File: src/hdl/amount_to_spoken_words_defines.svh
// Assertion helpers shared by the checking code of the amount announcer.
// Each macro expands to one labeled concurrent assertion on clk, held off
// while rst is high.
`ifndef AMOUNT_TO_SPOKEN_WORDS_DEFINES_SVH
`define AMOUNT_TO_SPOKEN_WORDS_DEFINES_SVH

// Same-cycle implication: whenever cond holds, prop holds too.
`define ATSW_ASSERT_IMPL(label, cond, prop, msg) \
  label: assert property (@(posedge clk) disable iff (rst) (cond) |-> (prop)) \
    else $error(msg);

// Next-cycle implication: whenever cond holds, prop holds in the next cycle.
`define ATSW_ASSERT_NEXT(label, cond, prop, msg) \
  label: assert property (@(posedge clk) disable iff (rst) (cond) |=> (prop)) \
    else $error(msg);

`endif

File: src/hdl/atsw_pkg.sv
`timescale 1ns / 1ps
`default_nettype none

package atsw_pkg;

  // Field widths
  localparam int AMOUNT_W = 14;
  localparam int KIND_W   = 3;
  localparam int VALUE_W  = 10;

  // Largest amount that is spelled out
  localparam logic [AMOUNT_W-1:0] AMOUNT_MAX = 14'd9999;

  // Clip kinds
  localparam logic [KIND_W-1:0] KIND_NUMERAL     = 3'd0;
  localparam logic [KIND_W-1:0] KIND_FEM_NUMERAL = 3'd1;
  localparam logic [KIND_W-1:0] KIND_THOUSAND    = 3'd2;
  localparam logic [KIND_W-1:0] KIND_CURRENCY    = 3'd3;
  localparam logic [KIND_W-1:0] KIND_OVERFLOW    = 3'd4;

  // Noun forms
  localparam logic [VALUE_W-1:0] FORM_NOM_SING = 10'd0;
  localparam logic [VALUE_W-1:0] FORM_GEN_SING = 10'd1;
  localparam logic [VALUE_W-1:0] FORM_GEN_PLUR = 10'd2;

  // Fixed clip slots, in playback order
  localparam int SLOT_COUNT   = 6;
  localparam int SLOT_TH_NUM  = 0;
  localparam int SLOT_TH_NOUN = 1;
  localparam int SLOT_HUND    = 2;
  localparam int SLOT_TENS    = 3;
  localparam int SLOT_UNITS   = 4;
  localparam int SLOT_NOUN    = 5;

  typedef struct packed {
    logic [KIND_W-1:0]  kind;
    logic [VALUE_W-1:0] value;
  } slot_t;

  // One decoded amount: a presence mask and the clip held in each slot
  typedef struct packed {
    logic [SLOT_COUNT-1:0] mask;
    slot_t [SLOT_COUNT-1:0] slot;
  } list_t;

endpackage

`default_nettype wire

File: src/hdl/atsw_decode.sv
`timescale 1ns / 1ps
`default_nettype none

module atsw_decode (
  input  wire logic                           clk,
  input  wire logic                           rst,
  input  wire logic [atsw_pkg::AMOUNT_W-1:0]  amount,
  input  wire logic                           amount_valid,
  output logic                                amount_ready,
  output atsw_pkg::list_t                     list,
  output logic                                list_valid,
  input  wire logic                           list_ready
);
  import atsw_pkg::*;

  logic [AMOUNT_W-1:0] amt;
  logic                amt_full;

  logic [3:0]          th;
  logic [3:0]          hu;
  logic [3:0]          te;
  logic [3:0]          un;
  logic [AMOUNT_W-1:0] rem1;
  logic [AMOUNT_W-1:0] rem2;
  logic [AMOUNT_W-1:0] rem3;

  // Count how many multiples of step fit under val (nine independent compares)
  function automatic logic [3:0] split_digit(input logic [AMOUNT_W-1:0] val,
                                             input logic [AMOUNT_W-1:0] step);
    logic [3:0] d;
    d = '0;
    for (int k = 1; k <= 9; k++) begin
      if (val >= AMOUNT_W'(k) * step) begin
        d = 4'(k);
      end
    end
    return d;
  endfunction

  // Pick the noun form from the last two digits
  function automatic logic [VALUE_W-1:0] noun_form(input logic [3:0] tens,
                                                   input logic [3:0] units);
    logic [VALUE_W-1:0] f;
    if (tens == 4'd1) begin
      f = FORM_GEN_PLUR;
    end else if (units == 4'd1) begin
      f = FORM_NOM_SING;
    end else if (units >= 4'd2 && units <= 4'd4) begin
      f = FORM_GEN_SING;
    end else begin
      f = FORM_GEN_PLUR;
    end
    return f;
  endfunction

  // Hold the input until the list stage can take it
  assign amount_ready = !amt_full || list_ready;
  assign list_valid   = amt_full;

  always_ff @(posedge clk) begin
    if (rst) begin
      amt_full <= 1'b0;
    end else if (amount_ready) begin
      amt_full <= amount_valid;
    end
  end

  always_ff @(posedge clk) begin
    if (amount_valid && amount_ready) begin
      amt <= amount;
    end
  end

  // Split into decimal digits, one compare set and subtract per digit
  always_comb begin
    th   = split_digit(amt, 14'd1000);
    rem1 = amt - AMOUNT_W'(th) * 14'd1000;
    hu   = split_digit(rem1, 14'd100);
    rem2 = rem1 - AMOUNT_W'(hu) * 14'd100;
    te   = split_digit(rem2, 14'd10);
    rem3 = rem2 - AMOUNT_W'(te) * 14'd10;
    un   = rem3[3:0];
  end

  // Fill the clip slots
  always_comb begin
    list = '0;
    if (amt > AMOUNT_MAX) begin
      list.mask[SLOT_NOUN]       = 1'b1;
      list.slot[SLOT_NOUN].kind  = KIND_OVERFLOW;
      list.slot[SLOT_NOUN].value = '0;
    end else begin
      list.mask[SLOT_TH_NUM]        = (th != 4'd0);
      list.slot[SLOT_TH_NUM].kind   = (th <= 4'd2) ? KIND_FEM_NUMERAL : KIND_NUMERAL;
      list.slot[SLOT_TH_NUM].value  = VALUE_W'(th);

      list.mask[SLOT_TH_NOUN]       = (th != 4'd0);
      list.slot[SLOT_TH_NOUN].kind  = KIND_THOUSAND;
      list.slot[SLOT_TH_NOUN].value = noun_form(4'd0, th);

      list.mask[SLOT_HUND]          = (hu != 4'd0);
      list.slot[SLOT_HUND].kind     = KIND_NUMERAL;
      list.slot[SLOT_HUND].value    = VALUE_W'(hu) * 10'd100;

      // A teen takes the tens slot and suppresses the units clip
      list.mask[SLOT_TENS]          = (te != 4'd0);
      list.slot[SLOT_TENS].kind     = KIND_NUMERAL;
      list.slot[SLOT_TENS].value    = (te == 4'd1) ? (10'd10 + VALUE_W'(un))
                                                   : (VALUE_W'(te) * 10'd10);

      list.mask[SLOT_UNITS]         = (te != 4'd1) && (un != 4'd0);
      list.slot[SLOT_UNITS].kind    = KIND_NUMERAL;
      list.slot[SLOT_UNITS].value   = VALUE_W'(un);

      list.mask[SLOT_NOUN]          = 1'b1;
      list.slot[SLOT_NOUN].kind     = KIND_CURRENCY;
      list.slot[SLOT_NOUN].value    = noun_form(te, un);
    end
  end

endmodule

`default_nettype wire

File: src/hdl/atsw_serial.sv
`timescale 1ns / 1ps
`default_nettype none

module atsw_serial (
  input  wire logic                          clk,
  input  wire logic                          rst,
  input  wire atsw_pkg::list_t               list,
  input  wire logic                          list_valid,
  output logic                               list_ready,
  output logic [atsw_pkg::KIND_W-1:0]        word_kind,
  output logic [atsw_pkg::VALUE_W-1:0]       word_value,
  output logic                               last_word,
  output logic                               word_valid,
  input  wire logic                          word_ready
);
  import atsw_pkg::*;

  logic [SLOT_COUNT-1:0]  mask;
  logic [SLOT_COUNT-1:0]  mask_next;
  slot_t [SLOT_COUNT-1:0] slots;
  logic [SLOT_COUNT-1:0]  pick;
  logic [SLOT_COUNT-1:0]  rest;
  slot_t                  sel;

  // Lowest pending slot plays first
  assign pick      = mask & (~mask + SLOT_COUNT'(1));
  assign rest      = mask & ~pick;
  assign word_valid = |mask;
  assign last_word  = (rest == '0);

  always_comb begin
    sel = '0;
    for (int i = 0; i < SLOT_COUNT; i++) begin
      if (pick[i]) begin
        sel = slots[i];
      end
    end
  end

  assign word_kind  = sel.kind;
  assign word_value = sel.value;

  // Take the next list as the last clip of this one leaves
  assign list_ready = !word_valid || (word_ready && last_word);

  always_comb begin
    mask_next = mask;
    if (list_ready) begin
      mask_next = list_valid ? list.mask : '0;
    end else if (word_valid && word_ready) begin
      mask_next = rest;
    end
  end

  always_ff @(posedge clk) begin
    if (rst) begin
      mask <= '0;
    end else begin
      mask <= mask_next;
    end
  end

  always_ff @(posedge clk) begin
    if (list_ready && list_valid) begin
      slots <= list.slot;
    end
  end

endmodule

`default_nettype wire

File: src/hdl/amount_to_spoken_words.sv
// Amount announcer: turns a whole amount into the ordered spoken clips.
// Input channel: amount with amount_valid / amount_ready; one transaction
// is one amount. Output channel: word_kind, word_value, last_word with
// word_valid / word_ready; one transaction is one clip, and last_word marks
// the final clip of an amount.
// The first clip of an amount is valid once the amount has passed the input
// register and then the clip-list register.
// Throughput: one clip per cycle while word_ready is high; an amount gives
// 1 to 6 clips. The clip list register is reloaded in the same cycle the
// last clip of the previous amount leaves, so amounts follow each other
// with no gap.
// Amounts above 9999 give a single overflow clip.
// Reset empties the input register and the clip list; nothing else is kept.
// When the receiver stalls, the current clip holds, the list behind it
// holds, and amount_ready drops once the input register is also full.
`timescale 1ns / 1ps
`default_nettype none
`include "amount_to_spoken_words_defines.svh"

module amount_to_spoken_words (
  input  wire logic                          clk,
  input  wire logic                          rst,
  input  wire logic [atsw_pkg::AMOUNT_W-1:0] amount,
  input  wire logic                          amount_valid,
  output logic                               amount_ready,
  output logic [atsw_pkg::KIND_W-1:0]        word_kind,
  output logic [atsw_pkg::VALUE_W-1:0]       word_value,
  output logic                               last_word,
  output logic                               word_valid,
  input  wire logic                          word_ready
);
  import atsw_pkg::*;

  list_t list;
  logic  list_valid;
  logic  list_ready;

  // Digit split and clip slot fill
  atsw_decode u_decode (
    .clk          (clk),
    .rst          (rst),
    .amount       (amount),
    .amount_valid (amount_valid),
    .amount_ready (amount_ready),
    .list         (list),
    .list_valid   (list_valid),
    .list_ready   (list_ready)
  );

  // Clip playout, one per cycle while word_ready is high
  atsw_serial u_serial (
    .clk        (clk),
    .rst        (rst),
    .list       (list),
    .list_valid (list_valid),
    .list_ready (list_ready),
    .word_kind  (word_kind),
    .word_value (word_value),
    .last_word  (last_word),
    .word_valid (word_valid),
    .word_ready (word_ready)
  );

  // Only the currency noun or the overflow clip closes an amount
  `ATSW_ASSERT_IMPL(a_last_kind, word_valid, last_word == ((word_kind == KIND_CURRENCY) || (word_kind == KIND_OVERFLOW)), "last_word disagrees with clip kind")
  // An overflow clip stands alone
  `ATSW_ASSERT_IMPL(a_ovf_alone, word_valid && (word_kind == KIND_OVERFLOW), last_word && (word_value == '0), "overflow clip malformed")
  // A clip that is not last is followed by another clip
  `ATSW_ASSERT_NEXT(a_more_clips, word_valid && word_ready && !last_word, word_valid, "clips lost inside an amount")
  // Input stalls only while clips are waiting on the receiver
  `ATSW_ASSERT_IMPL(a_stall_cause, !amount_ready, word_valid && !(word_ready && last_word), "input stalled without output back-pressure")

endmodule

`default_nettype wire

File: config.mk
export PLATFORM = sky130hd
export DESIGN_NAME = amount_to_spoken_words
export DESIGN_NICKNAME = d
export VERILOG_FILES = /design/src/hdl/atsw_pkg.sv /design/src/hdl/atsw_decode.sv /design/src/hdl/atsw_serial.sv /design/src/hdl/amount_to_spoken_words.sv
export VERILOG_INCLUDE_DIRS = /design/src /design/src/hdl
export SDC_FILE = /design/constraint.sdc
export NUM_CORES = 1
export LEC_CHECK = 0
export BUFFER_PORTS_ARGS = -buffer_cell sky130_fd_sc_hd__clkbuf_2
export CAP_MARGIN = 40
export CORE_MARGIN = 1
export CORE_UTILIZATION = 23
export CTS_CLUSTER_DIAMETER = 200
export DETAILED_ROUTE_END_ITERATION = 7
export SYNTH_ARGS = -nofsm -noshare
export SYNTH_HDL_FRONTEND = slang
export SYNTH_SLANG_ARGS = --single-unit
export TNS_END_PERCENT = 10
File: constraint.sdc
create_clock -name clk -period 10.2 [get_ports clk]
set_input_delay 1.53 -clock clk [delete_from_list [all_inputs] [get_ports clk]]
set_output_delay 1.53 -clock clk [all_outputs]
set_load 0.02 [all_outputs]
Yosys cells after proc, flatten, opt, wreduce, memory -nomap -nowiden
Index checks and enable logic that the tools add are counted.

Input port bits: 18. Word-level logic and storage cells: 139. Register bits after elaboration: 99. Output and inout port bits: 16.

Equality and inequality tests: 4. Muxes and demuxes: 46. Reductions and logical operators: 21. $lt $le $gt $ge: 33. Add/subtract/negate cells: 5. $mul: 5. Bitwise logic cells: 5.

Operator list (number): 13-bit 2-to-1 mux (7); 14-bit by 10-bit greater-or-equal comparator with 1-bit output, second input constant (5); 14-bit by 13-bit greater-or-equal comparator with 1-bit output, second input constant (4); 14-bit by 7-bit greater-or-equal comparator with 1-bit output, second input constant (4); 14-bit by 6-bit greater-or-equal comparator with 1-bit output, second input constant (3); 14-bit by 9-bit greater-or-equal comparator with 1-bit output, second input constant (3); 3-bit 2-to-1 mux (12); 14-bit by 12-bit greater-or-equal comparator with 1-bit output, second input constant (2); 14-bit by 5-bit greater-or-equal comparator with 1-bit output, second input constant (2); 25-bit 2-to-1 mux (1); 4-bit 2-to-1 mux (6); 10-bit 2-to-1 mux (2); 2-bit 2-to-1 mux (9); 6-bit 2-to-1 mux (3); 4-bit nonzero test (4); 14-bit by 11-bit greater-or-equal comparator with 1-bit output, second input constant (1); 14-bit greater-or-equal comparator, second input constant (1); 14-bit by 4-bit greater-or-equal comparator with 1-bit output, second input constant (1); 14-bit by 8-bit greater-or-equal comparator with 1-bit output, second input constant (1); 14-bit > comparator, second input constant (1); 14-bit by 11-bit subtractor with 14-bit output (1); 14-bit subtractor (1); 6-bit bitwise AND (2); 4-bit by 1-bit == test with 1-bit output, second input constant (3); 25 further kinds (40).

Longest topological paths before layout
Gate-level depths: netlist of the first run.

Depth after elaboration: 42. Gate-level depth with buffers: 48. Depth with buffers taken out: 46.

Hierarchy
From an unflattened synthesis of the first run, not the netlist that was laid out.

Cell total of the unflattened synthesis: 739. Area, all modules: 7387.1 um^2.

By module, submodules not included: atsw_decode (cells each 509, sequential area each 440.4 um^2, instances 1, area an instance 4048.9 um^2); atsw_serial (cells each 230, sequential area each 2462.4 um^2, instances 1, area an instance 3338.2 um^2).

Worst setup path after synthesis of the first run
OpenSTA, ideal clock, no wires.

Path type: flip-flop to flip-flop. From: register u_decode.amt[6]. To: register u_serial.slots[66] (netlist name), data pin. Arrival time: 9.889 ns. Path slack: 0.052 ns. Stages on the path, launching flop included: 42. Buffers on the path: 2. Clock period less this slack: 10.148 ns. Library setup time: 0.259 ns. Required time: 9.941 ns. Path through: edfxtp_1 > or2_2 > a311o_1 > o21a_1 > nand2b_1 > inv_1 > fa_1 > fa_1 > ha_1 > a21oi_1 > nand2_1 > xnor2_1 > ha_1 > clkbuf_1 > nand4_1 > a211oi_1 > or2_2 > o211ai_1 > [6 not listed] > fa_1 > xor2_1 > ha_1 > a211o_1 > o31a_1 > o2bb2ai_1 > a21oi_1 > a32o_2 > o211ai_2 > buf_4 > or2_2 > ha_1 > fa_1 > ha_1 > nor2_1 > a21oi_1 > a21oi_1 > or2_1.

Elaborated cells between the ends (all ways): 69. Those cells by class: add/sub: 3; mul: 3; order compare: 30; eq/ne: 2; mux: 30; reduce/logical: 1.

RTL lines: start, declared (RTL line atsw_decode.sv:16) `logic [AMOUNT_W-1:0] amt;`; start signal, assigned (RTL line atsw_decode.sv:70) `amt <= amount;`; 14-bit by 11-bit greater-or-equal comparator with 1-bit output (RTL line atsw_decode.sv:33) `if (val >= AMOUNT_W'(k) * step) begin`; 2-bit 2-to-1 mux (2 in a row) (RTL line atsw_decode.sv:33); 3-bit 2-to-1 mux (4 in a row) (RTL line atsw_decode.sv:33); 4-bit 2-to-1 mux (RTL line atsw_decode.sv:33); 4-bit 2-to-1 mux (*) (RTL line atsw_decode.sv:33); via u_decode.th[1] (RTL line atsw_decode.sv:19) `logic [3:0] th;`; 4-bit by 7-bit multiplier with 11-bit output (*) (RTL line atsw_decode.sv:77) `rem1 = amt - AMOUNT_W'(th) * 14'd1000;`; 14-bit subtractor (*) (RTL line atsw_decode.sv:77); [20 not listed]; 4-bit 2-to-1 mux (2 in a row) (RTL line atsw_decode.sv:33); 4-bit by 3-bit multiplier with 3-bit output (RTL line atsw_decode.sv:81) `rem3 = rem2 - AMOUNT_W'(te) * 14'd10;`; 4-bit subtractor (RTL line atsw_decode.sv:81); 4-bit by 2-bit greater-or-equal comparator with 1-bit output / 4-bit by 3-bit <= comparator with 1-bit output (equally long branches) (RTL line atsw_decode.sv:48) `end else if (units >= 4'd2 && units <= 4'd4) begin`; 1-bit logical AND (RTL line atsw_decode.sv:48); 2-bit 2-to-1 mux (RTL line atsw_decode.sv:48); 2-bit 2-to-1 mux (RTL line atsw_decode.sv:46) `end else if (units == 4'd1) begin`; 10-bit 2-to-1 mux (*) (RTL line atsw_decode.sv:44) `if (tens == 4'd1) begin`; end signal, assigned (RTL line atsw_serial.sv:65) `slots <= list.slot;`; end, declared (RTL line atsw_serial.sv:20) `slot_t [SLOT_COUNT-1:0] slots;`.

Mark *: on every way through the listed nets, which the timed path passes. The rest lies on a longest branch. A chain may end at the register's enable or synchronous reset.

Final worst setup path of the first run
From: register u_decode.amt[7]. To: register u_serial.slots[66] (netlist name), data pin.

Same word-level chain as after synthesis.

==> results of run 1 <==
## layout by cell type, fill, tap and decap left out, drive strengths merged, types with 8 or more instances in the layout
master and instances:
or2 8, nand2 27, o22ai 8, edfxtp 45, and2 9, nand2b 10, ha 53, nor3 20
o211ai 9, inv 53, xor2 13, o21ai 33, buf 42, nor2 51, xnor2 12, a21o 10
o21a 11, a21oi 40, fa 12, clkbuf 40, nand3 15, a31oi 8
## area by class of cell
type | count | area (sq um) | area share (%)
multi-input combinational | 444 | 3466 | 56.35
sequential | 52 | 1491 | 24.25
timing repair buffer | 75 | 488.0 | 7.933
tap | 275 | 344.1 | 5.594
inverter | 53 | 198.9 | 3.234
clock buffer | 7 | 153.9 | 2.502
clock inverter | 1 | 8.758 | 0.1424
## state kept, by name, summed over array words and instances, names as in the netlist
register and count:
u_decode.amt 14, u_serial.mask 6, u_decode.list_valid 1, u_serial.slots 31
## worst min path at each step
stage / from / to / cells after the start
finish: u_decode.list_valid$_SDFFE_PP0N_ / u_decode.list_valid$_SDFFE_PP0N_ / 2
global route: u_decode.list_valid$_SDFFE_PP0N_ / u_decode.list_valid$_SDFFE_PP0N_ / 2
CTS: u_decode.list_valid$_SDFFE_PP0N_ / u_decode.list_valid$_SDFFE_PP0N_ / 2
detailed placement: u_decode.list_valid$_SDFFE_PP0N_ / u_decode.list_valid$_SDFFE_PP0N_ / 2
global placement: u_decode.list_valid$_SDFFE_PP0N_ / u_decode.list_valid$_SDFFE_PP0N_ / 2
floorplan: u_decode.list_valid$_SDFFE_PP0N_ / u_decode.list_valid$_SDFFE_PP0N_ / 2
## per-stage QoR
stage / setup TNS, ns / hold WS, ns / cells / util [%] / setup slack [ns]
2_1_floorplan: 0 / 0.4731 / 567 / - / 0.05162
3_3_place_gp: 0 / 0.4963 / 886 / 26.75 / 0.1146
3_5_place_dp: -0.05362 / 0.5154 / 887 / 26.82 / -0.04802
4_1_cts: 0 / 0.5315 / 895 / 27.59 / 0.009075
5_1_grt: -1.239 / 0.5561 / 907 / 28.99 / -0.2250
6_report: 0 / 0.5216 / 907 / 28.99 / 0.3347
## what timing repair did
action	CTS	global route
pin swaps	0	22
gates resized for setup	2	36
buffers inserted	0	12
endpoints found under the setup margin	3	10
hold buffers	0	0
gates cloned	0	0
## routing by layer
metal | vias to the layer above | wire, um
met5 | - | 0
met4 | 0 | 140
met3 | 11 | 567
met2 | 94 | 5927
met1 | 2079 | 6463
li1 | 2202 | -
## critical path: cells and delay by family, from the launching register on
family          cells  cell delay [ns]
xor+xnor            2             0.35
flops               1             0.39
simple gates       12             2.37
mux                 1             0.19
compound gates     15             2.31
fa+ha+maj          11             3.62
buf+inv             5             0.39
## cells by family (layout without fill, tap and decap cells)
group,Yosys count,after routing
AOI/OAI and AO/OA,171,171
xor gates and xnor gates,25,25
adders and majority gates,66,66
buffers and inverters,71,136
DFF,52,52
muxes,4,4
and+or+nand+nor,178,178
==> impl_metrics.prom, run 1 <==
# TYPE chip_impl_metric gauge
chip_impl_info{name="outcome",value="finished clean"} 1
chip_impl_metric{name="cts-buffers-inserted",unit=""} 5
chip_impl_metric{name="finalMaxSlewViolations",unit=""} 0
chip_impl_info{name="critPathSlowestCell",value="sky130_fd_sc_hd__fa_2"} 1
chip_impl_metric{name="cts.clk_slew.worst_paths",unit="ns"} 0.08
chip_impl_metric{name="final_period_minus_worst_setup_slack",unit="ns"} 9.865
chip_impl_metric{name="avgSynthCellArea",unit="sq um"} 8.849
chip_impl_metric{name="drtPass1Iterations",unit=""} 4
chip_impl_metric{name="initial_core_util",unit="%"} 23.64
chip_impl_metric{name="synth_net_count",unit=""} 650
chip_impl_metric{name="total_clock_sinks",unit=""} 52
chip_impl_metric{name="timing.final.crit_share",unit="%"} 96.72
chip_impl_metric{name="design.die.area",unit="sq um"} 22410
chip_impl_metric{name="global_route.usage.met3",unit="%"} 2.134
chip_impl_metric{name="layout-area-overhead-vs-synth",unit="%"} 22.59
chip_impl_metric{name="buffers_from_clock_root_to_sink_at_most",unit=""} 2
chip_impl_metric{name="synthesis.area",unit="sq um"} 5017
chip_impl_metric{name="postSynthCellCount",unit=""} 567
chip_impl_metric{name="wl_per_cell",unit="um"} 14.44
chip_impl_metric{name="gp_routability_congestion",unit=""} 0.8525
chip_impl_metric{name="diodes",unit=""} 0
chip_impl_metric{name="worstRegToRegCells",unit=""} 46
chip_impl_info{name="critPathCaptureType",value="flip-flop"} 1
chip_impl_metric{name="place.port_buffers",unit=""} 33
chip_impl_metric{name="num-nets-final",unit=""} 714
chip_impl_info{name="yosysMostFrequentCell",value="sky130_fd_sc_hd__ha_1"} 1
chip_impl_metric{name="fp.coreArea",unit="sq um"} 21220
chip_impl_metric{name="yosys.area_share.adder",unit="%"} 18.20
chip_impl_metric{name="global_route_congestion_overflow_total",unit=""} 0
chip_impl_metric{name="fmaxAchievable",unit="MHz"} 101.4
chip_impl_metric{name="grt_start_max_net_pins",unit=""} 34
chip_impl_info{name="synth-main-ff-cell",value="sky130_fd_sc_hd__edfxtp_1"} 1
chip_impl_metric{name="num-fill-cells",unit=""} 2247
chip_impl_metric{name="die_width",unit="um"} 149.7
chip_impl_metric{name="worst_skew_pair.late_latency",unit="ns"} 0.30
chip_impl_metric{name="synth.ff_latch_count",unit=""} 52
chip_impl_metric{name="timing.critical_path.slowest_cell_delay",unit="ns"} 0.61
chip_impl_info{name="hp-class",value="reg -> reg"} 1
chip_impl_metric{name="synth-seq-area-share",unit="%"} 29.73
chip_impl_info{name="critPathCapture",value="u_serial.slots[66]$_SDFFCE_PP0P_"} 1
chip_impl_info{name="critPathKind",value="reg -> reg"} 1
chip_impl_metric{name="grt_pass1_vias",unit=""} 4094
chip_impl_metric{name="gr-usage-met1",unit="%"} 15.80
chip_impl_metric{name="synth-compound-area-share",unit="%"} 23.12
chip_impl_metric{name="final_layout_size_suffix_gt1_share",unit="%"} 21.04
chip_impl_metric{name="htree_num_levels",unit=""} 2
chip_impl_metric{name="yosys.area.top_type_share",unit="%"} 26.93
chip_impl_metric{name="synthArstFlopShare",unit="%"} 0
chip_impl_metric{name="synth_enable_flop_cells",unit=""} 45
chip_impl_metric{name="detail_route.drc_violations",unit=""} 0
chip_impl_metric{name="grt_first_pass_wirelength",unit="mm"} 20.15
chip_impl_metric{name="final_antenna_net_count",unit=""} 0
chip_impl_metric{name="simple_logic_cell_fraction_of_the_synthesized_area",unit="%"} 18.38
chip_impl_metric{name="synth_xor_area_share",unit="%"} 4.364
chip_impl_metric{name="timing.final.setup_violations",unit=""} 0
chip_impl_info{name="grt-busiest-layer",value="met2"} 1
chip_impl_metric{name="drtIter0Drc",unit=""} 250
chip_impl_metric{name="route.detailed.vias_per_inst",unit=""} 4.836
chip_impl_metric{name="hold_viol",unit=""} 0
chip_impl_metric{name="fin_clk_skew",unit="ns"} 0.008808
chip_impl_metric{name="synth.area.mux_share",unit="%"} 0.8229
chip_impl_metric{name="grt_util_met2",unit="%"} 18.56
chip_impl_metric{name="vias",unit=""} 4386
chip_impl_metric{name="placement_rows",unit=""} 53
chip_impl_metric{name="cp_data_required_time",unit="ns"} 10.26
chip_impl_metric{name="synth.lib_cells_used.distinct",unit=""} 76
chip_impl_info{name="root_buffer",value="sky130_fd_sc_hd__clkbuf_16"} 1
chip_impl_metric{name="reg2reg_slack",unit="ns"} 0.33
chip_impl_info{name="synth_top_family_by_area",value="compound AO/OA/AOI/OAI gates"} 1
chip_impl_info{name="synth_commonest_cells",value="sky130_fd_sc_hd__ha_1 (53), sky130_fd_sc_hd__inv_1 (52), sky130_fd_sc_hd__nor2_1 (51), sky130_fd_sc_hd__edfxtp_1 (45), sky130_fd_sc_hd__a21oi_1 (40)"} 1
chip_impl_metric{name="tightest_slew",unit="ns"} 0.8731
chip_impl_metric{name="final_cell_area",unit="sq um"} 6151
chip_impl_info{name="synth_top_cells_by_area",value="sky130_fd_sc_hd__edfxtp_1 (27%), sky130_fd_sc_hd__ha_1 (13%), sky130_fd_sc_hd__fa_1 (4.8%)"} 1
chip_impl_info{name="cts_tree",value="built"} 1
chip_impl_info{name="critical_path.startpoint",value="u_decode.amt[7]$_DFFE_PP_"} 1
chip_impl_metric{name="detailed_place.area",unit="sq um"} 5690
chip_impl_metric{name="detail_route.wirelength",unit="mm"} 13.10
chip_impl_info{name="synth.largest_area_cell",value="sky130_fd_sc_hd__edfxtp_1"} 1
chip_impl_info{name="critical_path.startpoint_type",value="flip-flop"} 1
chip_impl_metric{name="number_of_maximum_capacitance_constraint_violations",unit=""} 0
chip_impl_metric{name="slew_headroom",unit="%"} 41.26
chip_impl_metric{name="synth.yosys.warnings",unit=""} 0
chip_impl_metric{name="critPathMaxFanout",unit=""} 7
chip_impl_metric{name="place.detailed.hpwl",unit="mm"} 10.04
chip_impl_info{name="r2r_end",value="u_serial.slots[66]$_SDFFCE_PP0P_"} 1
chip_impl_metric{name="io_pins",unit=""} 34
chip_impl_metric{name="die_h",unit="um"} 149.7
chip_impl_metric{name="number_of_antenna_violations_at_the_first_check_in_global_routing",unit=""} 0
chip_impl_metric{name="global_route_total_usage_across_every_layer",unit="%"} 11.52
chip_impl_info{name="timing.critical_path.mode_cell",value="sky130_fd_sc_hd__ha_1"} 1
chip_impl_metric{name="timing.critical_path.arrival",unit="ns"} 9.92
chip_impl_info{name="r2r_start",value="u_decode.amt[7]$_DFFE_PP_"} 1
Power of run 1 is not shown: default switching activity piles up to over one toggle a cycle in this logic, so the estimate is an artifact.
==> inputs of run 2 (changes only) <==
==> constraint.sdc (replaced) <==
create_clock -name clk -period 7.9 [get_ports clk]
set_input_delay 1.185 -clock clk [delete_from_list [all_inputs] [get_ports clk]]
set_output_delay 1.185 -clock clk [all_outputs]
set_load 0.02 [all_outputs]
==> impl_metrics.prom, run 2 (same netlist as run 1, synthesis figures left out) <==
# TYPE chip_impl_metric gauge
chip_impl_metric{name="die_h",unit="um"} 149.7
chip_impl_metric{name="final_period_minus_worst_setup_slack",unit="ns"} 9.540
chip_impl_info{name="grt_setup_unrepaired",value="true"} 1
chip_impl_metric{name="wl_per_cell",unit="um"} 13.44
chip_impl_metric{name="final_cell_area",unit="sq um"} 7452
chip_impl_metric{name="timing.final.crit_share",unit="%"} 120.8
chip_impl_metric{name="cts_hold_repair.buffers",unit=""} 0
chip_impl_metric{name="timing.critical_path.slowest_cell_delay",unit="ns"} 0.62
chip_impl_metric{name="final_antenna_net_count",unit=""} 0
chip_impl_info{name="root_buffer",value="sky130_fd_sc_hd__clkbuf_16"} 1
chip_impl_metric{name="design.die.area",unit="sq um"} 22410
chip_impl_metric{name="detail_route.wirelength",unit="mm"} 14.22
chip_impl_metric{name="total_clock_sinks",unit=""} 52
chip_impl_info{name="largest_register",value="u_serial.slots"} 1
chip_impl_metric{name="number_of_antenna_violations_at_the_first_check_in_global_routing",unit=""} 0
chip_impl_info{name="largest_registers",value="u_serial.slots (31), u_decode.amt (14), u_serial.mask (6)"} 1
chip_impl_metric{name="cp_data_required_time",unit="ns"} 7.96
chip_impl_metric{name="global_route_total_usage_across_every_layer",unit="%"} 12.58
chip_impl_metric{name="buffers_from_clock_root_to_sink_at_most",unit=""} 2
chip_impl_metric{name="largest_register_ff_count",unit=""} 31
chip_impl_metric{name="placement_rows",unit=""} 53
chip_impl_metric{name="io_pins",unit=""} 34
chip_impl_metric{name="grt_pass1_vias",unit=""} 4777
chip_impl_metric{name="critPathMaxFanout",unit=""} 5
chip_impl_metric{name="gp_routability_congestion",unit=""} 0.8226
chip_impl_metric{name="worst_skew_pair.late_latency",unit="ns"} 0.31
chip_impl_metric{name="place.port_buffers",unit=""} 33
chip_impl_metric{name="drtPass1Iterations",unit=""} 4
chip_impl_info{name="timing.critical_path.mode_cell",value="sky130_fd_sc_hd__ha_4"} 1
chip_impl_info{name="critPathCaptureType",value="flip-flop"} 1
chip_impl_info{name="critPathSlowestCell",value="sky130_fd_sc_hd__fa_2"} 1
chip_impl_metric{name="num-nets-final",unit=""} 865
chip_impl_metric{name="detailed_place.area",unit="sq um"} 6824
chip_impl_info{name="cts_tree",value="built"} 1
chip_impl_metric{name="vias",unit=""} 4914
chip_impl_metric{name="min_path_cells",unit=""} 2
chip_impl_metric{name="number_of_maximum_capacitance_constraint_violations",unit=""} 0
chip_impl_metric{name="fp.coreArea",unit="sq um"} 21220
chip_impl_metric{name="fmaxAchievable",unit="MHz"} 104.8
chip_impl_info{name="final_common_cell",value="sky130_fd_sc_hd__buf_4"} 1
chip_impl_metric{name="tightest_slew",unit="ns"} 0.9003
chip_impl_metric{name="place.detailed.hpwl",unit="mm"} 11.03
chip_impl_metric{name="worstRegToRegCells",unit=""} 43
chip_impl_metric{name="diodes",unit=""} 0
chip_impl_metric{name="htree_num_levels",unit=""} 2
chip_impl_info{name="hp-class",value="reg -> reg"} 1
chip_impl_metric{name="timing.critical_path.arrival",unit="ns"} 9.60
chip_impl_metric{name="drtIter0Drc",unit=""} 165
chip_impl_metric{name="die_width",unit="um"} 149.7
chip_impl_metric{name="detail_route.drc_violations",unit=""} 0
chip_impl_metric{name="grt_first_pass_wirelength",unit="mm"} 22.81
chip_impl_metric{name="hold_viol",unit=""} 0
chip_impl_info{name="final_cell_mix",value="sky130_fd_sc_hd__buf_4 (188), sky130_fd_sc_hd__inv_1 (48), sky130_fd_sc_hd__nor2_1 (46), sky130_fd_sc_hd__ha_1 (46), sky130_fd_sc_hd__edfxtp_1 (45)"} 1
chip_impl_info{name="outcome",value="finished with violations"} 1
chip_impl_metric{name="layout-area-overhead-vs-synth",unit="%"} 48.53
chip_impl_metric{name="slew_headroom",unit="%"} 39.43
chip_impl_metric{name="finalMaxSlewViolations",unit=""} 0
chip_impl_metric{name="fin_clk_skew",unit="ns"} 0.01173
chip_impl_metric{name="place_worst_setup_slack",unit="ns"} -1.757
chip_impl_metric{name="cts.clk_slew.worst_paths",unit="ns"} 0.08
chip_impl_info{name="critPathKind",value="reg -> reg"} 1
chip_impl_metric{name="grt_start_max_net_pins",unit=""} 34
chip_impl_metric{name="final_layout_size_suffix_gt1_share",unit="%"} 40.49
chip_impl_metric{name="initial_core_util",unit="%"} 23.64
chip_impl_metric{name="placedCellCount",unit=""} 1020
chip_impl_metric{name="route.detailed.vias_per_inst",unit=""} 4.645
chip_impl_metric{name="timing.final.setup_violations",unit=""} 15
chip_impl_metric{name="cts-buffers-inserted",unit=""} 5
chip_impl_info{name="violations_in_the_final_reports",value="setup timing"} 1
chip_impl_metric{name="postLayoutCoreUtil",unit="%"} 35.12
chip_impl_metric{name="layoutNonFillerInstCount",unit=""} 1058
chip_impl_info{name="critical_path.startpoint_type",value="flip-flop"} 1
chip_impl_metric{name="global_route_congestion_overflow_total",unit=""} 0
chip_impl_metric{name="setup_slack",unit="ns"} -1.640
run 2: cell count changes in the layout (fill, tap and decap cells not counted), moves of 3 or more:
| cell | delta |
|---|---|
| sky130_fd_sc_hd__a31oi_2 | +3 |
| sky130_fd_sc_hd__inv_1 | -3 |
| sky130_fd_sc_hd__o21ai_2 | +3 |
| sky130_fd_sc_hd__nor2_1 | -3 |
| sky130_fd_sc_hd__a21oi_1 | -3 |
| sky130_fd_sc_hd__buf_6 | +4 |
| sky130_fd_sc_hd__nor2_2 | +3 |
| sky130_fd_sc_hd__o21ai_0 | -6 |
| sky130_fd_sc_hd__buf_4 | +147 |
| sky130_fd_sc_hd__a31oi_1 | -3 |
run 2: cell type report:
cell class / count / area [sq um]
clock buffer: 5 / 125.1
clock inverter: 3 / 28.78
fill: 2173 / 13770
inverter: 53 / 201.4
multi-input combinational: 444 / 3625
sequential: 52 / 1491
tap: 275 / 344.1
timing repair buffer: 226 / 1637
run 2: timing repair:
item,4_1_cts,5_1_grt
buffers inserted,15,15
gates resized for setup,20,33
setup endpoints to repair,15,15
cloned,0,0
pin swaps,26,43
run 2: final timing paths:
path,endpoint,slack (ns),start
worst max-delay path,u_serial.slots[66]$_SDFFCE_PP0P_,-1.64,u_decode.amt[8]$_DFFE_PP_
worst min register to register,u_decode.list_valid$_SDFFE_PP0N_,0.53,u_decode.list_valid$_SDFFE_PP0N_
worst min-delay path,u_decode.list_valid$_SDFFE_PP0N_,0.53,u_decode.list_valid$_SDFFE_PP0N_
worst max register to register,u_serial.slots[66]$_SDFFCE_PP0P_,-1.64,u_decode.amt[8]$_DFFE_PP_
run 2: per-layer routing:
| metal | vias up | routed length (um) | track usage (%) |
|---|---|---|---|
| met5 | - | 0 | 0 |
| met4 | 0 | 166 | 3.182 |
| met3 | 14 | 227 | 1.250 |
| met2 | 49 | 7074 | 22.08 |
| met1 | 2334 | 6753 | 16.38 |
| li1 | 2517 | - | - |
run 2: stage by stage:
step,TNS [ns],hold slack (ns)
6_report,-17.91,0.5273
5_1_grt,-23.80,0.5687
4_1_cts,-17.40,0.5379
3_5_place_dp,-18.83,0.5207
3_3_place_gp,-16.96,0.4930
2_1_floorplan,-15.05,0.4731
run 2: critical path, delay by kind of cell (launching register included):
family,cells,cell delay [ns]
flops,1,0.39
xor+xnor,3,0.47
simple gates,11,2.12
fa+ha+maj,11,3.68
buf+inv,5,0.42
compound gates,13,2.22
Power of run 2 is left out for the same reason.
==> inputs of run 3 (changes only) <==
--- a/config.mk
+++ b/config.mk
@@ -6,6 +6,7 @@
 export SDC_FILE = /design/constraint.sdc
 export NUM_CORES = 1
 export LEC_CHECK = 0
+export ABC_AREA = 1
 export BUFFER_PORTS_ARGS = -buffer_cell sky130_fd_sc_hd__clkbuf_2
 export CAP_MARGIN = 40
 export CORE_MARGIN = 1
==> impl_metrics.prom, run 3 <==
# TYPE chip_impl_metric gauge
chip_impl_metric{name="yosys.area.top_type_share",unit="%"} 26.79
chip_impl_metric{name="synth_enable_flop_cells",unit=""} 45
chip_impl_metric{name="reg2reg_slack",unit="ns"} -2.03
chip_impl_info{name="violations_in_the_final_reports",value="setup timing"} 1
chip_impl_info{name="worst_hold_startpoint",value="u_serial.mask[4]$_SDFFE_PP0P_"} 1
chip_impl_metric{name="final-seq-area",unit="sq um"} 1491
chip_impl_metric{name="synth.ff_latch_count",unit=""} 52
chip_impl_metric{name="diodes",unit=""} 0
chip_impl_metric{name="fmaxAchievable",unit="MHz"} 100.7
chip_impl_metric{name="place.port_buffers",unit=""} 33
chip_impl_metric{name="cp_data_required_time",unit="ns"} 8.03
chip_impl_metric{name="number_of_maximum_capacitance_constraint_violations",unit=""} 0
chip_impl_metric{name="global_route_total_usage_across_every_layer",unit="%"} 13.96
chip_impl_metric{name="hold_viol",unit=""} 0
chip_impl_metric{name="timing.critical_path.slowest_cell_delay",unit="ns"} 0.56
chip_impl_metric{name="grt_first_pass_wirelength",unit="mm"} 24.87
chip_impl_metric{name="synthesis.area",unit="sq um"} 5044
chip_impl_metric{name="fp.coreArea",unit="sq um"} 21290
chip_impl_metric{name="design.die.area",unit="sq um"} 22530
chip_impl_info{name="root_buffer",value="sky130_fd_sc_hd__clkbuf_16"} 1
chip_impl_info{name="timing.critical_path.mode_cell",value="sky130_fd_sc_hd__buf_4"} 1
chip_impl_metric{name="wl_per_cell",unit="um"} 12.76
chip_impl_info{name="critPathKind",value="reg -> reg"} 1
chip_impl_info{name="synth_commonest_cells",value="sky130_fd_sc_hd__nand2_1 (145), sky130_fd_sc_hd__inv_1 (111), sky130_fd_sc_hd__nor2_1 (66), sky130_fd_sc_hd__ha_1 (53), sky130_fd_sc_hd__edfxtp_1 (45)"} 1
chip_impl_metric{name="final_period_minus_worst_setup_slack",unit="ns"} 9.928
chip_impl_info{name="worstHoldEndpoint",value="u_serial.mask[4]$_SDFFE_PP0P_"} 1
chip_impl_metric{name="initial_core_util",unit="%"} 23.69
chip_impl_info{name="largest_register",value="u_serial.slots"} 1
chip_impl_info{name="cts_tree",value="built"} 1
chip_impl_metric{name="drtIter0Drc",unit=""} 315
chip_impl_metric{name="synth.lib_cells_used.distinct",unit=""} 50
chip_impl_metric{name="place.detailed.hpwl",unit="mm"} 10.75
chip_impl_metric{name="io_pins",unit=""} 34
chip_impl_info{name="r2r_end",value="u_serial.slots[28]$_SDFFCE_PP0P_"} 1
chip_impl_metric{name="synth.yosys.warnings",unit=""} 0
chip_impl_info{name="yosysMostFrequentCell",value="sky130_fd_sc_hd__nand2_1"} 1
chip_impl_info{name="outcome",value="finished with violations"} 1
chip_impl_info{name="critPathSlowestCell",value="sky130_fd_sc_hd__fa_1"} 1
chip_impl_info{name="synth-main-ff-cell",value="sky130_fd_sc_hd__edfxtp_1"} 1
chip_impl_metric{name="multi_input_gate_area_in_the_final_layout",unit="sq um"} 3461
chip_impl_metric{name="total_clock_sinks",unit=""} 52
chip_impl_metric{name="synth-seq-area-share",unit="%"} 29.57
chip_impl_metric{name="fin_clk_skew",unit="ns"} 0.008808
chip_impl_info{name="final_common_cell",value="sky130_fd_sc_hd__buf_4"} 1
chip_impl_metric{name="worst_skew_pair.late_latency",unit="ns"} 0.30
chip_impl_metric{name="largest_register_ff_count",unit=""} 31
chip_impl_metric{name="vias",unit=""} 5471
chip_impl_info{name="synth.largest_area_cell",value="sky130_fd_sc_hd__edfxtp_1"} 1
chip_impl_metric{name="detail_route.drc_violations",unit=""} 0
chip_impl_metric{name="global_route_congestion_overflow_total",unit=""} 0
chip_impl_metric{name="drtPass1Iterations",unit=""} 4
chip_impl_metric{name="cts-buffers-inserted",unit=""} 5
chip_impl_metric{name="die_width",unit="um"} 150.1
chip_impl_metric{name="timing.final.crit_share",unit="%"} 125.7
chip_impl_metric{name="number_of_antenna_violations_at_the_first_check_in_global_routing",unit=""} 0
chip_impl_info{name="largest_registers",value="u_serial.slots (31), u_decode.amt (14), u_serial.mask (6)"} 1
chip_impl_metric{name="critPathMaxFanout",unit=""} 4
chip_impl_metric{name="setup_slack",unit="ns"} -2.028
chip_impl_metric{name="synth_net_count",unit=""} 750
chip_impl_metric{name="final_layout_size_suffix_gt1_share",unit="%"} 42.92
chip_impl_metric{name="timing.critical_path.arrival",unit="ns"} 10.06
chip_impl_info{name="grt_setup_unrepaired",value="true"} 1
chip_impl_metric{name="cts.clk_slew.worst_paths",unit="ns"} 0.08
chip_impl_metric{name="buffers_from_clock_root_to_sink_at_most",unit=""} 2
chip_impl_metric{name="finalMaxSlewViolations",unit=""} 0
chip_impl_metric{name="num-fill-cells",unit=""} 2075
chip_impl_info{name="r2r_start",value="u_decode.amt[11]$_DFFE_PP_"} 1
chip_impl_metric{name="num-nets-final",unit=""} 1042
chip_impl_metric{name="finalSetupTns",unit="ns"} -25.21
chip_impl_metric{name="timing.final.setup_violations",unit=""} 16
chip_impl_metric{name="slew_headroom",unit="%"} 37.50
chip_impl_metric{name="worstRegToRegCells",unit=""} 66
chip_impl_metric{name="gp_routability_congestion",unit=""} 0.8838
chip_impl_metric{name="placement_rows",unit=""} 53
chip_impl_info{name="hp-class",value="reg -> reg"} 1
chip_impl_metric{name="route.detailed.vias_per_inst",unit=""} 4.430
chip_impl_metric{name="layout-area-overhead-vs-synth",unit="%"} 58.74
chip_impl_metric{name="avgSynthCellArea",unit="sq um"} 7.562
chip_impl_metric{name="grt_pass1_vias",unit=""} 5375
chip_impl_metric{name="detail_route.wirelength",unit="mm"} 15.76
chip_impl_info{name="critical_path.startpoint_type",value="flip-flop"} 1
chip_impl_metric{name="synthArstFlopShare",unit="%"} 0
chip_impl_info{name="final_cell_mix",value="sky130_fd_sc_hd__buf_4 (252), sky130_fd_sc_hd__nand2_1 (128), sky130_fd_sc_hd__inv_1 (103)"} 1
chip_impl_metric{name="cts_hold_repair.buffers",unit=""} 0
chip_impl_metric{name="grt_start_max_net_pins",unit=""} 33
chip_impl_metric{name="die_h",unit="um"} 150.1
chip_impl_metric{name="final_antenna_net_count",unit=""} 0
chip_impl_metric{name="htree_num_levels",unit=""} 2
chip_impl_metric{name="min_path_cells",unit=""} 2
chip_impl_info{name="synth_top_cells_by_area",value="sky130_fd_sc_hd__edfxtp_1 (27%), sky130_fd_sc_hd__ha_1 (13%), sky130_fd_sc_hd__nand2_1 (11%)"} 1
chip_impl_metric{name="tightest_slew",unit="ns"} 0.9364
chip_impl_info{name="critPathCaptureType",value="flip-flop"} 1
chip_impl_metric{name="postSynthCellCount",unit=""} 667
## run 3: cell type report
type,instances,area share [%]
multi-input cells,491,43.23
well taps,275,4.298
inverters,120,5.688
clock inverters,3,0.3438
clock buffers,5,1.563
repair buffers,289,26.25
flip-flops and latches,52,18.63
## run 3: layer usage
metal / global-route usage [%] / up-vias / wire length, um
met5: 0 / - / 0
met4: 7.374 / 0 / 670
met3: 1.738 / 44 / 516
met2: 24.91 / 132 / 7664
met1: 16.19 / 2505 / 6904
li1: - / 2790 / -
## run 3: logic make-up (layout without fill, tap and decap cells)
kind of cell | Yosys count | count (layout) | share of synthesized area (%)
buf+inv | 124 | 417 | 9.452
fa+ha+maj | 65 | 65 | 17.91
simple gates | 299 | 299 | 26.82
flops | 52 | 52 | 29.57
xor+xnor | 20 | 20 | 3.473
compound gates | 107 | 107 | 12.78
## run 3: worst max-delay path, delay by kind of cell (launching register included)
kind | cells | cell delay [ns]
compound gates | 8 | 1.21
xor+xnor | 1 | 0.21
fa+ha+maj | 4 | 1.60
buf+inv | 42 | 5.02
flops | 1 | 0.44
simple gates | 11 | 1.26
## run 3: per-stage QoR
step	setup slack, ns	hold WS [ns]	cell area [sq um]	instances	utilization (%)
2_1_floorplan	-1.132	0.4946	5136	667	-
3_3_place_gp	-1.601	0.5299	6817	1131	32.02
3_5_place_dp	-1.628	0.5360	6817	1131	32.02
4_1_cts	-1.427	0.5481	7826	1228	36.77
5_1_grt	-2.329	0.5963	8006	1235	37.61
6_report	-2.028	0.5482	8006	1235	37.61
## run 3: worst max path at each step
stage / start / to / cells after the start
2_1_floorplan: u_decode.amt[6]$_DFFE_PP_ / u_serial.slots[66]$_SDFFCE_PP0P_ / 67
3_3_place_gp: u_decode.amt[6]$_DFFE_PP_ / u_serial.slots[66]$_SDFFCE_PP0P_ / 68
3_5_place_dp: u_decode.amt[6]$_DFFE_PP_ / u_serial.slots[66]$_SDFFCE_PP0P_ / 69
4_1_cts: u_decode.amt[6]$_DFFE_PP_ / u_serial.slots[66]$_SDFFCE_PP0P_ / 61
5_1_grt: u_decode.amt[11]$_DFFE_PP_ / u_serial.slots[66]$_SDFFCE_PP0P_ / 68
6_report: u_decode.amt[11]$_DFFE_PP_ / u_serial.slots[28]$_SDFFCE_PP0P_ / 66
## run 3: repair_timing
action                                 CTS  global route
setup buffers                           89             7
cloned                                   0             0
setup endpoints to repair               15            16
pin swaps                               51            45
gates resized for setup                 41            29
endpoints found under the hold margin    0             0
Power of run 3 is left out for the same reason.
